### src/sv/dclm_pkg.sv
`timescale 1ns / 1ps
`default_nettype none

package dclm_pkg;

  // Default sizing handed to the top level parameters.
  localparam int LANES_DEF     = 8;
  localparam int MAX_DELAY_DEF = 4096;

  // Field widths.
  localparam int LANE_W   = 3;
  localparam int LAT_W    = 12;
  localparam int SAMPLE_W = 24;
  localparam int GAIN_W   = 16;
  localparam int MASK_W   = 8;
  localparam int ACC_W    = 32;

  // The lane field can address no more than this many lanes.
  localparam int FIELD_LANES = 1 << LANE_W;

  // Gain scaling: unsigned Q3.13, clamped to 4.0, product rounded half up.
  localparam int GAIN_MAX   = 32768;
  localparam int FRAC_SHIFT = 13;
  localparam int ROUND_BIAS = 1 << (FRAC_SHIFT - 1);
  localparam int PROD_W     = SAMPLE_W + GAIN_W + 1;
  localparam int CONTRIB_W  = PROD_W - FRAC_SHIFT;

  // Depth of the queue between the front and back halves.
  localparam int Q_DEPTH = 4;

  typedef enum logic {
    KIND_REPORT = 1'b0,
    KIND_SAMPLE = 1'b1
  } kind_t;

  // One classified sample word on its way to the back half.
  typedef struct packed {
    logic                do_mem;
    logic                add;
    logic                last;
    logic                chan;
    logic [SAMPLE_W-1:0] sample;
    logic [GAIN_W-1:0]   gain;
    logic [MASK_W-1:0]   qmask;
    logic [LAT_W-1:0]    graph_lat;
  } op_t;

endpackage

`default_nettype wire

### src/sv/dclm_queue.sv
`timescale 1ns / 1ps
`default_nettype none

module dclm_queue
  import dclm_pkg::*;
#(
  parameter int AW = 16
) (
  input  wire logic          clk,
  input  wire logic          rst_n,
  input  wire logic          push,
  input  wire op_t           push_op,
  input  wire logic [AW-1:0] push_addr,
  input  wire logic          pop,
  output logic               empty,
  output logic               full,
  output op_t                head_op,
  output logic [AW-1:0]      head_addr
);

  localparam int PW = $clog2(Q_DEPTH);

  op_t           op_q  [Q_DEPTH];
  logic [AW-1:0] adr_q [Q_DEPTH];
  logic [PW-1:0] wr_r, wr_nxt;
  logic [PW-1:0] rd_r, rd_nxt;
  logic [PW:0]   cnt_r, cnt_nxt;
  logic          do_push, do_pop;

  assign empty     = (cnt_r == '0);
  assign full      = (cnt_r == (PW + 1)'(Q_DEPTH));
  assign head_op   = op_q[rd_r];
  assign head_addr = adr_q[rd_r];
  assign do_push   = push && !full;
  assign do_pop    = pop && !empty;

  // Pointer and fill count update.
  always_comb begin
    wr_nxt  = do_push ? wr_r + 1'b1 : wr_r;
    rd_nxt  = do_pop ? rd_r + 1'b1 : rd_r;
    cnt_nxt = cnt_r;
    if (do_push && !do_pop) begin
      cnt_nxt = cnt_r + 1'b1;
    end else if (do_pop && !do_push) begin
      cnt_nxt = cnt_r - 1'b1;
    end
  end

  always_ff @(posedge clk) begin
    if (!rst_n) begin
      wr_r  <= '0;
      rd_r  <= '0;
      cnt_r <= '0;
    end else begin
      wr_r  <= wr_nxt;
      rd_r  <= rd_nxt;
      cnt_r <= cnt_nxt;
    end
  end

  // Entry storage, no reset needed.
  always_ff @(posedge clk) begin
    if (do_push) begin
      op_q[wr_r]  <= push_op;
      adr_q[wr_r] <= push_addr;
    end
  end

endmodule

`default_nettype wire

### config.mk
export PLATFORM = sky130hd
export DESIGN_NAME = dclm_queue
export DESIGN_NICKNAME = d
export VERILOG_FILES = /design/src/sv/dclm_pkg.sv /design/src/sv/dclm_queue.sv
export SDC_FILE = /design/constraint.sdc
export NUM_CORES = 1
export LEC_CHECK = 0
export ABC_AREA = 1
export BUFFER_PORTS_ARGS = -buffer_cell sky130_fd_sc_hd__clkbuf_2
export CAP_MARGIN = 20
export CORE_MARGIN = 2
export CORE_UTILIZATION = 40
export DETAILED_ROUTE_END_ITERATION = 16
export PLACE_DENSITY = 0.71
export SYNTH_ARGS = -nofsm -noshare
export SYNTH_HDL_FRONTEND = slang
export SYNTH_SLANG_ARGS = --single-unit
### constraint.sdc
create_clock -name clk -period 4.4 [get_ports clk]
set_input_delay 0.66 -clock clk [delete_from_list [all_inputs] [get_ports clk]]
set_output_delay 0.66 -clock clk [all_outputs]
set_load 0.01 [all_outputs]
After elaboration in Yosys (flattened, before gate mapping)
Memories as Yosys holds them, arrays and structs flattened. A register that Yosys moved wholly into a read port is not among the register bits.
Index checks and enable logic that the tools add are counted.
Cells by class
  shift operators: 0
  order comparisons: 0
  bitwise gates (word level): 0
  reductions and logical operators: 10
  $add $sub $neg: 4
  div/mod/pow operators: 0
  eq/ne operators: 1
  muxes and demuxes: 8
  multiply operators: 0
Operator list (count)
  two-way mux 2 bit: 4
  two-way mux 3 bit: 2
  adder 2 x 1 -> 2 bit (second input constant): 2
  logical AND 1 bit: 4
  logical NOT 1 bit: 4
  adder 3 x 1 -> 3 bit (second input constant): 1
  == test 3 bit (second input constant): 1
  logical NOT 3 bit: 1
  subtractor 3 x 1 -> 3 bit (second input constant): 1
  two-way mux 1 bit: 2
  nonzero test 2 bit: 1
Word-level totals
  memories kept: 2
  input port bits: 84
  bits in latches: 0
  memory bits (read-only): 0
  word-level logic and storage cells: 28
  output and inout port bits: 82
  register bits: 7
  bits in writable memories: 320
Memory list
  op_q: depth 4, bits a word 64, read ports 1, clocked after Yosys merged registers in 1, wr ports 1, line dclm_queue.sv:23  | op_t op_q [Q_DEPTH];
  adr_q: depth 4, bits a word 16, read ports 1, clocked after Yosys merged registers in 1, wr ports 1, line dclm_queue.sv:24  | logic [AW-1:0] adr_q [Q_DEPTH];

Depth between registers and ports, before layout
  depth after elaboration: 7
  mapped depth: 13
  gate-level depth less buffers: 13

Worst setup path before layout
Ideal clock, no wire load.
  path type: input port to flip-flop
  start point: input push
  end point: memory adr_q[0][0], enable pin
  slack: -0.226 ns
  arrival: 4.107 ns
  required time: 3.881 ns
  buffers on the path: 0
  setup time: 0.519 ns
  stages on the path: 2
  cell sequence: nand2_1 nor2_1
On the way
  longest elaborated chain between the ends: 3
RTL lines
  from (decl): line dclm_queue.sv:11  | input wire logic push,
  logical AND 1 bit: line dclm_queue.sv:34  | assign do_push = push && !full;
  two-way mux 1 bit: line dclm_queue.sv:63  | if (do_push) begin
  two-way mux 1 bit (implied by the code): line dclm_queue.sv:65  | adr_q[wr_r] <= push_addr;
  to (decl): line dclm_queue.sv:24
Every way passes these cells.

==> results.md <==
* Sequential element share of the synthesized area at 79.5%
* Net count of the mapped netlist at 934
* Die extent in y at 179 um
* Mapped Cells at 844
* CP required at 3.74 ns
* Share of cells above drive strength 1 at 22.5%
* Die area at 32200 um2
* Commonest cells after routing, fill and taps aside: sky130_fd_sc_hd__edfxtp_1, sky130_fd_sc_hd__nor2_1, sky130_fd_sc_hd__clkbuf_2, sky130_fd_sc_hd__o21ai_0, sky130_fd_sc_hd__o22ai_1
* CP Data Arrival Time at 2.55 ns
* Num rows at 64
* Path class of the lowest-slack min-delay path: in2reg
* Clock latency reported for the late side of the worst-skew pair at 0.50 ns
* Total Nets Final at 1095
* Count of synthesis-stage warnings from yosys at 0
* Fmax at 312 MHz
* Placer congestion estimate at 0.714
* Total global routing track utilization at 15.8%
* Maximum number of pins on one net before global-route repair at 161
* Worst-path fanout max at 128
* Hold slack at 0.373 ns
* # port buffers at 165
* Routed via count at 7430
* Cell types occupying the most area after synthesis: sky130_fd_sc_hd__edfxtp_1, sky130_fd_sc_hd__o21ai_0, sky130_fd_sc_hd__nor2_1, sky130_fd_sc_hd__o22ai_1, sky130_fd_sc_hd__dfxtp_1
* Netlist cell types at 20
* Detailed Place HPWL at 14200 um
* Total iterations of the first detailed-routing run at 5
* Starting density of the core at 40.5%
* Unrepaired setup endpoints after global routing: false
* Static Leak at 5.15 nW
* Classification of the worst setup path: reg2out
* Initial antenna violation count at 1
* GRT Residual Overflow at 0
* Count of placed standard cells in the final layout, fillers left out at 1423
* Vias in the first global route at 7600
* Post-CTS setup buffers at 0
* Root Driver: sky130_fd_sc_hd__clkbuf_16
* Antenna Diode Count at 0
* CTS HTree Levels at 2
* Number of DRC markers after the initial detailed-route iteration at 561
* Max-slew headroom at 41.0%
* Util after Layout at 48.0%
* Worst setup SP type: register
* Maximum root-to-sink buffer count at 3
* Sort of element at the end of the critical path: output port
* Power density over cell area at 586 nW/um2
* Number of nets with antenna violations after routing at 0
* Clock-pin slew on the worst setup and hold paths at 0.06 ns
* Final min period at 3.21 ns
* TritonCTS sink count at 329
* Transition time at the pin with the least slew margin at 0.886 ns
* PnR Total Power at 8.56 mW
* Finish-stage setup viols at 0
* Flip-flop and latch count after synthesis at 329
* Total Routed Length at 25800 um
* Worst clock skew at 0.0226 ns
* IR drop worst, VDD at 0.000384 V
* Residual DRC count at 0
* Resized Gates After CTS at 0
* Fraction of the cycle the final worst path needs at 72.9%
* Placeable core area at 30400 um2
* Dpl cells at 1364
* Synth Cell Area at 12300 um2
* Number of top-level pins at 166
* Max-cap viol count at 0
* Via density at 5.22
* Status: finished, final reports clean
* Share of Yosys cell area claimed by the top area cell type at 78.1%
* Die width at 179 um
* Post-Synthesis Mean Instance Area at 14.6 um2
* Area overhead of the layout relative to synthesis at 18.6%
* Final slew viol count at 0
* Most common cell after layout, fill and taps aside: sky130_fd_sc_hd__edfxtp_1
* Number of hold violations in the final report at 0
* Average routed wire per standard cell at 18.1 um
* Number of hold buffers added after cts at 0
* Biggest area consumer among synthesized cells: sky130_fd_sc_hd__edfxtp_1
* Total CTS buffers at 34
* CTS tree: done
* Global-route wire length before repair at 40700 um
[worst max-delay path, cell delays in order (launching register included)]
cell,delay (ns)
sky130_fd_sc_hd__dfxtp_4,0.86
sky130_fd_sc_hd__inv_6,0.24
sky130_fd_sc_hd__buf_16,0.34
sky130_fd_sc_hd__o21ai_0,0.28
sky130_fd_sc_hd__o22ai_1,0.11
sky130_fd_sc_hd__clkbuf_2,0.14
[power by group]
group / total, mW / switching [mW] / internal, mW / leakage [nW]
registers: 3.95 / 0.144 / 3.81 / 3.01
clock network: 2.73 / 1.09 / 1.64 / 0.524
logic: 1.88 / 1.25 / 0.623 / 1.62
total: 8.56 / 2.49 / 6.07 / 5.15
[routing by layer]
metal | routed length, um | global-route usage, % | up-vias | part of all wire (%)
li1 | - | - | 3494 | -
met1 | 10900 | 19.8 | 3672 | 42
met2 | 12800 | 27.3 | 219 | 50
met3 | 1520 | 3.67 | 45 | 5.9
met4 | 563 | 4.94 | 0 | 2.2
met5 | 0 | 0 | - | 0
[cell families after synthesis]
| group | share of synthesized area, % |
|---|---|
| AND/OR/NAND/NOR | 5.99 |
| flip-flops | 79.5 |
| AO/OA/AOI/OAI | 10.7 |
| adder cells (fa/ha/maj) | 0.671 |
| buffers and inverters | 3.02 |
| XOR/XNOR | 0.0712 |
[Yosys cell counts]
library cell	number
sky130_fd_sc_hd__inv_1	17
sky130_fd_sc_hd__buf_2	1
sky130_fd_sc_hd__o21ai_1	10
sky130_fd_sc_hd__edfxtp_1	320
sky130_fd_sc_hd__clkbuf_1	38
sky130_fd_sc_hd__buf_4	1
sky130_fd_sc_hd__dfxtp_1	9
sky130_fd_sc_hd__nor2_1	174
sky130_fd_sc_hd__nand2_1	15
sky130_fd_sc_hd__inv_6	1
sky130_fd_sc_hd__buf_6	11
sky130_fd_sc_hd__ha_1	5
sky130_fd_sc_hd__buf_12	1
sky130_fd_sc_hd__o21ai_0	151
sky130_fd_sc_hd__fa_1	1
sky130_fd_sc_hd__nand3b_1	1
sky130_fd_sc_hd__nand3_1	4
sky130_fd_sc_hd__xor2_1	1
sky130_fd_sc_hd__a21oi_1	3
sky130_fd_sc_hd__o22ai_1	80
[layout make-up]
type                            count  area, um2
Clock buffer                       43        948
Clock inverter                     15        120
Fill cell                        2641      15800
Inverter                           18       72.6
Multi-Input combinational cell    445       2180
Sequential cell                   329       9790
Tap cell                          396        495
Timing Repair Buffer              177        986
[registers in the layout (all words and copies together), names as in the netlist, named ones only]
signal  cells
adr_q      64
cnt_r       3
op_q      256
rd_r        2
wr_r        2
[through the flow]
stage               TNS (ns)  worst slack, ns  cell area, um2
floorplan             -72.43           -0.226           12300
CTS                        0             1.03           14600
global placement           0             1.64           13500
detailed placement         0             1.58           13500
global route               0             1.00           14600
finish                     0             1.19           14600
[path summary, 6_finish.rpt]
path                            depth (start not counted)     endpoint  slack, ns   startpoint
worst max-delay path                                    5  head_op[24]       1.19     register
worst min-delay path                                    1  op_q[0][37]       0.37  push_op[37]
worst max register to register                          5  adr_q[1][7]       1.94     cnt_r[0]
worst min register to register                          2     register       0.49      rd_r[1]
Power figures use the tool's default switching activity.
