$ cat config.mk
export PLATFORM = sky130hd
export DESIGN_NAME = dclm_front
export DESIGN_NICKNAME = d
export VERILOG_FILES = /design/src/sv/dclm_pkg.sv /design/src/sv/dclm_front.sv
export SDC_FILE = /design/constraint.sdc
export NUM_CORES = 1
export LEC_CHECK = 0
export CELL_PAD_IN_SITES_DETAIL_PLACEMENT = 1
export CELL_PAD_IN_SITES_GLOBAL_PLACEMENT = 2
export CORE_MARGIN = 3
export CORE_UTILIZATION = 34
export CTS_CLUSTER_SIZE = 25
export DETAILED_ROUTE_END_ITERATION = 8
export DONT_BUFFER_PORTS = 1
export GPL_TIMING_DRIVEN = 0
export MAX_ROUTING_LAYER = met4
export PLACE_DENSITY_LB_ADDON = 0.15
export SYNTH_ARGS = -nofsm -noshare
export SYNTH_HDL_FRONTEND = slang
export SYNTH_SLANG_ARGS = --single-unit
$ cat constraint.sdc
create_clock -name clk -period 10.1 [get_ports clk]
set_input_delay 2.525 -clock clk [delete_from_list [all_inputs] [get_ports clk]]
set_output_delay 2.525 -clock clk [all_outputs]
set_load 0.03 [all_outputs]
$ cat src/sv/dclm_pkg.sv
`timescale 1ns / 1ps
`default_nettype none

package dclm_pkg;

  // Default sizing handed to the top level parameters.
  localparam int LANES_DEF     = 8;
  localparam int MAX_DELAY_DEF = 4096;

  // Field widths.
  localparam int LANE_W   = 3;
  localparam int LAT_W    = 12;
  localparam int SAMPLE_W = 24;
  localparam int GAIN_W   = 16;
  localparam int MASK_W   = 8;
  localparam int ACC_W    = 32;

  // The lane field can address no more than this many lanes.
  localparam int FIELD_LANES = 1 << LANE_W;

  // Gain scaling: unsigned Q3.13, clamped to 4.0, product rounded half up.
  localparam int GAIN_MAX   = 32768;
  localparam int FRAC_SHIFT = 13;
  localparam int ROUND_BIAS = 1 << (FRAC_SHIFT - 1);
  localparam int PROD_W     = SAMPLE_W + GAIN_W + 1;
  localparam int CONTRIB_W  = PROD_W - FRAC_SHIFT;

  // Depth of the queue between the front and back halves.
  localparam int Q_DEPTH = 4;

  typedef enum logic {
    KIND_REPORT = 1'b0,
    KIND_SAMPLE = 1'b1
  } kind_t;

  // One classified sample word on its way to the back half.
  typedef struct packed {
    logic                do_mem;
    logic                add;
    logic                last;
    logic                chan;
    logic [SAMPLE_W-1:0] sample;
    logic [GAIN_W-1:0]   gain;
    logic [MASK_W-1:0]   qmask;
    logic [LAT_W-1:0]    graph_lat;
  } op_t;

endpackage

`default_nettype wire

$ cat src/sv/dclm_front.sv
`timescale 1ns / 1ps
`default_nettype none

module dclm_front
  import dclm_pkg::*;
#(
  parameter int LANES     = LANES_DEF,
  parameter int MAX_DELAY = MAX_DELAY_DEF,
  parameter int AW        = 16
) (
  input  wire logic                clk,
  input  wire logic                rst_n,
  input  wire logic                accept,
  input  wire logic                kind,
  input  wire logic [LANE_W-1:0]   lane,
  input  wire logic [LAT_W-1:0]    latency_frames,
  input  wire logic [SAMPLE_W-1:0] sample_value,
  input  wire logic                channel,
  input  wire logic [GAIN_W-1:0]   gain,
  input  wire logic                audible,
  input  wire logic                render_failed,
  input  wire logic                last_lane,
  output logic                     push,
  output op_t                      push_op,
  output logic [AW-1:0]            push_addr
);

  localparam int NL      = (LANES < FIELD_LANES) ? LANES : FIELD_LANES;
  localparam int LW      = (NL > 1) ? $clog2(NL) : 1;
  localparam int RING    = 2 * MAX_DELAY;
  localparam int HW      = $clog2(RING);
  localparam int COMP_W  = 17;

  logic [LAT_W-1:0] lat_r   [NL];
  logic [LAT_W-1:0] lat_nxt [NL];
  logic [HW-1:0]    head_r  [NL];
  logic [HW-1:0]    head_nxt[NL];
  logic [LAT_W-1:0] max_r, max_nxt;
  logic [NL-1:0]    quar_r, quar_nxt;

  logic             in_range;
  logic [LW-1:0]    idx;
  logic [LAT_W-1:0] comp;
  logic [COMP_W-1:0] comp_sat;
  logic [HW-1:0]    len;
  logic [HW-1:0]    h_eff;
  logic [HW:0]      h_inc;
  logic             active;
  logic [MASK_W-1:0] mask_view;

  assign in_range = ({1'b0, lane} < (LANE_W + 1)'(NL));
  assign idx      = LW'(lane);

  // Classify the word, update lane state and build the queue entry.
  always_comb begin
    lat_nxt  = lat_r;
    head_nxt = head_r;
    max_nxt  = max_r;
    quar_nxt = quar_r;
    push     = 1'b0;
    comp     = '0;
    comp_sat = '0;
    len      = '0;
    h_eff    = '0;
    h_inc    = '0;
    active   = 1'b0;
    push_addr = '0;

    if (accept && (kind == KIND_REPORT)) begin
      if (in_range) begin
        lat_nxt[idx] = latency_frames;
        if (latency_frames > max_r) begin
          max_nxt = latency_frames;
        end
      end
    end else if (accept) begin
      push = 1'b1;
      if (in_range) begin
        if (render_failed) begin
          quar_nxt[idx] = 1'b1;
        end
        active = !quar_nxt[idx];
        comp   = (max_r < lat_r[idx]) ? '0 : (max_r - lat_r[idx]);
        comp_sat = COMP_W'(comp);
        if (comp_sat > COMP_W'(MAX_DELAY - 1)) begin
          comp_sat = COMP_W'(MAX_DELAY - 1);
        end
        len   = HW'({comp_sat, 1'b0});
        h_eff = (head_r[idx] >= len) ? '0 : head_r[idx];
        h_inc = {1'b0, h_eff} + 1'b1;
        push_addr = AW'(AW'(idx) * AW'(RING) + AW'(h_eff));
        if (active && (len != '0)) begin
          head_nxt[idx] = (h_inc == {1'b0, len}) ? '0 : h_inc[HW-1:0];
        end
      end
    end
  end

  // Lane quarantine bits as seen on the eight-bit mask.
  always_comb begin
    mask_view = '0;
    for (int i = 0; i < NL; i++) begin
      mask_view[i] = quar_nxt[i];
    end
  end

  always_comb begin
    push_op.do_mem    = active && (len != '0);
    push_op.add       = active && audible;
    push_op.last      = last_lane;
    push_op.chan      = channel;
    push_op.sample    = sample_value;
    push_op.gain      = (gain > GAIN_W'(GAIN_MAX)) ? GAIN_W'(GAIN_MAX) : gain;
    push_op.qmask     = mask_view;
    push_op.graph_lat = max_r;
  end

  always_ff @(posedge clk) begin
    if (!rst_n) begin
      max_r  <= '0;
      quar_r <= '0;
      for (int i = 0; i < NL; i++) begin
        lat_r[i]  <= '0;
        head_r[i] <= '0;
      end
    end else begin
      max_r  <= max_nxt;
      quar_r <= quar_nxt;
      lat_r  <= lat_nxt;
      head_r <= head_nxt;
    end
  end

endmodule

`default_nettype wire

---- Word level (Yosys, flattened, before mapping) ----
Cells that the tools add are included.
storage, ports and cells
  input bits .............................. 63
  latch bits .............................. 0
  logic and storage cells ................. 78
  memory bits (writable) .................. 0
  memories ................................ 0
  ROM bits ................................ 0
  output and inout port bits .............. 81
  flip-flop bits (word level) ............. 220
operators by class
  reduce and logical (&&, ||, !) cells .... 11
  shift-type cells ........................ 0
  bitwise operators ....................... 4
  div/mod/pow operators ................... 0
  $lt $le $gt $ge ......................... 8
  muxes and demuxes ....................... 33
  add/subtract/negate cells ............... 3
  multipliers ............................. 0
  equal/unequal tests ..................... 1
operator list
  operator                 count
  $bwmux W104              1
  $bwmux W96               1
  $mux W13                 7
  $mux W12                 4
  $mux W16                 3
  $mux W8                  5
  $bmux W13 S3             1
  $demux W13 S3            1
  $bmux W12 S3             1
  $demux W12 S3            1
  $add A16 B13 Y16         1
  $gt A16 B16 Y1 const B   1
  $add A13 B1 Y14 const B  1
  $eq A14 B13 Y1           1
  $ge A13 B13 Y1           1
  $reduce_bool A13 Y1      1
  $gt A12 B12 Y1           1
  $lt A12 B12 Y1           1
  $reduce_bool A12 Y1      1
  $sub A12 B12 Y12         1
  $or A8 B8 Y8             1
  $logic_and A1 B1 Y1      6
  $mux W1                  6
  $ge A4 B4 Y1 const B     1
  10 further kinds         11

---- Logic depth before layout (Yosys ltp) ----
  word-level depth ........................ 14
  depth in mapped cells ................... 39
  depth with buffers taken out ............ 29

---- Least setup slack after synthesis ----
No wires, ideal clock.
  path kind ............................... input -> output
  from .................................... input lane[2]
  to ...................................... output push_addr[11]
  required time ........................... 7.575 ns
  stages .................................. 28
  arrival ................................. 8.355 ns
  buffers on the path ..................... 9
  path slack .............................. -0.780 ns
  cells stage by stage .................... buf_6 -> buf_12 -> buf_6 -> buf_6 -> clkbuf_1 -> buf_1 -> nor2_1 -> clkbuf_1 -> a22oi_1 -> nand4_1 -> ha_1 -> fa_1 -> nor2b_1 -> o2111ai_1 -> a211oi_1 -> o21ai_1 -> a21oi_1 -> inv_1 -> ha_1 -> a21o_1 -> nand3_1 -> a21oi_1 -> a211oi_1 -> and2_1 -> buf_2 -> nand2_1 -> clkbuf_1 -> nor2_1
on the way
  longest elaborated chain between the ends .. 11
  elaborated cells between the ends (all ways) .. 15
  those cells by class .................... add/sub (2); order compare (2); mux (10); bitwise (1)
RTL lines
  what                                                       line                                text
  start, declared                                            dclm_front.sv:15                    input wire logic [LANE_W-1:0] lane,
  $not A3 Y4 (implied by the code) (*)                       dclm_front.sv:83, dclm_front.sv:89
  $bmux W12 S3                                               dclm_front.sv:83                    comp = (max_r < lat_r[idx]) ? '0 : (max_r - lat_r[idx]);
  $mux W12 (implied by the code) (2 in a row)                dclm_front.sv:83
  $sub A12 B12 Y12 / $lt A12 B12 Y1 (equally long branches)  dclm_front.sv:83
  $mux W12                                                   dclm_front.sv:83
  $ge A13 B13 Y1                                             dclm_front.sv:89                    h_eff = (head_r[idx] >= len) ? '0 : head_r[idx];
  $mux W13 (*)                                               dclm_front.sv:89
  $add A16 B13 Y16 (*)                                       dclm_front.sv:91                    push_addr = AW'(AW'(idx) * AW'(RING) + AW'(h_eff));
  $mux W16 (*)                                               dclm_front.sv:76                    end else if (accept) begin
  $mux W16 (*)                                               dclm_front.sv:69                    if (accept && (kind == KIND_REPORT)) begin
  end, declared                                              dclm_front.sv:25                    output logic [AW-1:0] push_addr
Mark *: on every way between the ends. The rest lies on a longest branch, timed or not. The select of a mux whose other input is x is not followed.

---- Final worst setup path ----
  from .................................... input lane[1]
  to ...................................... output push_addr[2]
The elaborated chain is that of the path after synthesis.

==> flow_summary.json <==
{
  "root_buffer": "clkbuf_16",
  "initial_core_util_pct": 34.9,
  "final_cells": 2079,
  "cap_violations": 0,
  "pre_cts_slack_ns": -2.62,
  "final_common_cell": "nand2_1",
  "status": "finished, final reports clean",
  "relSlewSlack_pct": 21.9,
  "wl_um": 53200,
  "grt_overflow": 0,
  "port_buffers": 0,
  "cp_max_fo": 10,
  "grt_max_degree": 20,
  "die_area_mm2": 0.0381,
  "fp.coreArea_mm2": 0.0349,
  "hp-class": "register to register",
  "crit_path_top_delay_cell": "mux4_2",
  "io-pin-count": 144,
  "die_h_um": 195,
  "crit_chain": "buf_6 -> buf_8 -> buf_6 -> buf_6 -> mux4_2 -> mux2i_2 -> ha_1 -> o21a_1 -> o31a_1 -> nor2_2 -> o31ai_1 -> a21oi_1 -> mux2i_2 -> ha_1 -> nand4_1 -> nor2_2 -> a211oi_4 -> and2_4 -> buf_6 -> nand2_4 -> clkbuf_16 -> nor2_4",
  "critPathArrivalTime_ns": 7.42,
  "drt_iter0_drc": 783,
  "placedCellCount": 1998,
  "clk_latency_ns": 0.57,
  "avgViaCountPerCell": 5.67,
  "grtUsageMet1_pct": 33.8,
  "top_usage_layer": "met2",
  "power_density_mw_per_mm2": 171,
  "clock_sinks": 220,
  "r2r-end": "head_r[34]$_SDFFE_PN0P_",
  "grt_first_pass_wirelength_um": 78000,
  "ys_ff_latch": 220,
  "cts_tree": "yes",
  "area_growth_pct": 19.3,
  "synth_edf_count": 0,
  "grt.met2_usage_pct": 46.0,
  "cts_buffer_depth": 3,
  "clock.fmax_mhz": 101,
  "startpoint": "lane[1]",
  "crit_path_end": "push_addr[2]",
  "grt_pass1_vias": 11900,
  "cp_slowest_stage_delay_ns": 0.54,
  "drv_slew": 0,
  "drc": 0,
  "fin_setup_tns_ns": 0,
  "cp-end-kind": "primary output",
  "synthCells": 1543,
  "mostFrequentLayoutCells": "350 x nand2_1, 220 x dfxtp_1, 127 x a21oi_1, 77 x o21ai_0, 74 x clkbuf_1",
  "ir_drop_uv": 140,
  "final_nets": 1707,
  "placementRows": 68,
  "r2r_start": "lat_r[17]$_SDFFE_PN0P_",
  "syn_area_per_cell_um2": 7.89,
  "cp_data_required_time_ns": 7.58,
  "reg2reg_depth": 29,
  "die_x_um": 195,
  "start_kind": "primary input",
  "vias": 11800,
  "drt_pass1_iterations": 5,
  "final_hold_viol_count": 0,
  "grt_use_total_pct": 27.6,
  "reg2reg_slack_ns": 2.82,
  "tightest_slew_ns": 1.16,
  "antenna_cells": 0,
  "ant_nets": 0,
  "clk_pin_slew_ns": 0.06,
  "holdBufCountCts": 0,
  "netlist_area_mm2": 0.0122,
  "grt_util_met3_pct": 4.16,
  "hpwl_um": 38600,
  "leakage_uw": 0.00520,
  "postSynth.asyncResetShare_pct": 0,
  "htree_levels": 1,
  "drive_gt1_share_pct": 16.1,
  "antenna_found_initial": 0,
  "fin_crit_sh_pct": 98.5,
  "synthDistinctLibCells": 86,
  "path_class": "primary input to primary output",
  "setup_viol": 0,
  "finClkSkew_ns": 0.0212,
  "period_minus_slack_ns": 9.95,
  "gp_congestion": 0.943,
  "seq_area_frac_synth_pct": 36.2,
  "syn_nets": 1644,
  "yosys_warnings": 0,
  "wire_per_inst_um": 25.6,
  "worst_slack_ns": 0.154,
  "cp_common_cell": "buf_6",
  "numCtsBuffers": 27,
  "ys.flop_type": "dfxtp_1"
}
cell usage after synthesis, types with 13 or more instances:
library cell | number | area (um^2)
ha_1 | 37 | 463
nor2b_1 | 24 | 150
nand4_1 | 18 | 113
a22oi_1 | 37 | 278
nand2_1 | 353 | 1330
inv_1 | 42 | 158
o31ai_1 | 18 | 135
a21o_1 | 15 | 113
or3_1 | 55 | 344
a31oi_1 | 13 | 81.3
clkbuf_1 | 94 | 353
nor2_1 | 72 | 270
a21oi_1 | 132 | 661
nand3_1 | 13 | 65.1
o21ai_0 | 80 | 400
buf_4 | 28 | 210
and2_1 | 17 | 106
dfxtp_1 | 220 | 4400
nor3_1 | 20 | 100
mux2i_1 | 35 | 350
state kept, by name (all words and copies together) (netlist names):
signal and cells:
head_r 104, max_r 12, quar_r 8, lat_r 96
routing by layer:
| layer | vias up | share of wire [%] | wire, um |
|---|---|---|---|
| met3 | 104 | 4.9 | 2610 |
| met5 | - | 0 | 0 |
| met4 | 0 | 4.4 | 2330 |
| met1 | 5824 | 43 | 22700 |
| met2 | 333 | 48 | 25600 |
| li1 | 5531 | - | - |
metrics by stage:
step                      hold slack, ns  total power (uW)  util [%]  area, um^2
after floorplan                    0.416              1240         -       12300
after global placement             0.429              1410      36.8       12800
after detailed placement           0.436              1410      36.8       12800
after CTS                          0.448              2450      40.6       14200
after global routing               0.472              2570      41.6       14500
final                              0.446              2490      41.6       14500
worst min path at each step:
stage                            start                       to  cells past startpoint  slack (ns)
2_1_floorplan  head_r[57]$_SDFFE_PN0P_  head_r[57]$_SDFFE_PN0P_                      2        0.42
3_3_place_gp   head_r[37]$_SDFFE_PN0P_  head_r[37]$_SDFFE_PN0P_                      2        0.43
3_5_place_dp   head_r[50]$_SDFFE_PN0P_  head_r[50]$_SDFFE_PN0P_                      2        0.44
4_1_cts        head_r[50]$_SDFFE_PN0P_  head_r[50]$_SDFFE_PN0P_                      2        0.45
5_1_grt        head_r[31]$_SDFFE_PN0P_  head_r[31]$_SDFFE_PN0P_                      2        0.47
6_report       head_r[50]$_SDFFE_PN0P_  head_r[50]$_SDFFE_PN0P_                      2        0.45
power breakdown:
group / leakage, uW / switching, uW / internal, uW / total, uW
sequential: 0.00177 / 13.0 / 878 / 891
clock: 0.000442 / 414 / 584 / 998
combinational: 0.00298 / 410 / 187 / 597
repair_timing:
item | CTS | global route
setup buffers | 21 | 20
setup endpoints to repair | 110 | 109
gates cloned | 1 | 0
pin swaps | 14 | 22
gates resized for setup | 81 | 48
cells by family after synthesis:
group	after synthesis	share of synthesized area, %
xor+xnor	16	1.26
flops	220	36.2
compound gates	394	21.3
buf+inv	190	7.69
mux	54	5.47
fa+ha+maj	38	3.97
simple gates	631	24.1
layout make-up:
class / instances / area (um^2)
fill: 4172 / 20400
multi-input combinational: 1133 / 7250
sequential: 220 / 4400
buffer: 137 / 893
clock buffer: 36 / 769
tap: 455 / 569
timing repair buffer: 42 / 339
inverter: 45 / 173
clock inverter: 11 / 118
critical path: cells and delay by family:
kind                     cells  cell delay (ns)
adder cells (fa/ha/maj)      2             0.66
buffers and inverters        6             1.13
AND/OR/NAND/NOR              6             1.01
AO/OA/AOI/OAI                5             0.95
multiplexers                 3             1.11
No activity file was read; power rests on OpenSTA's default activity.
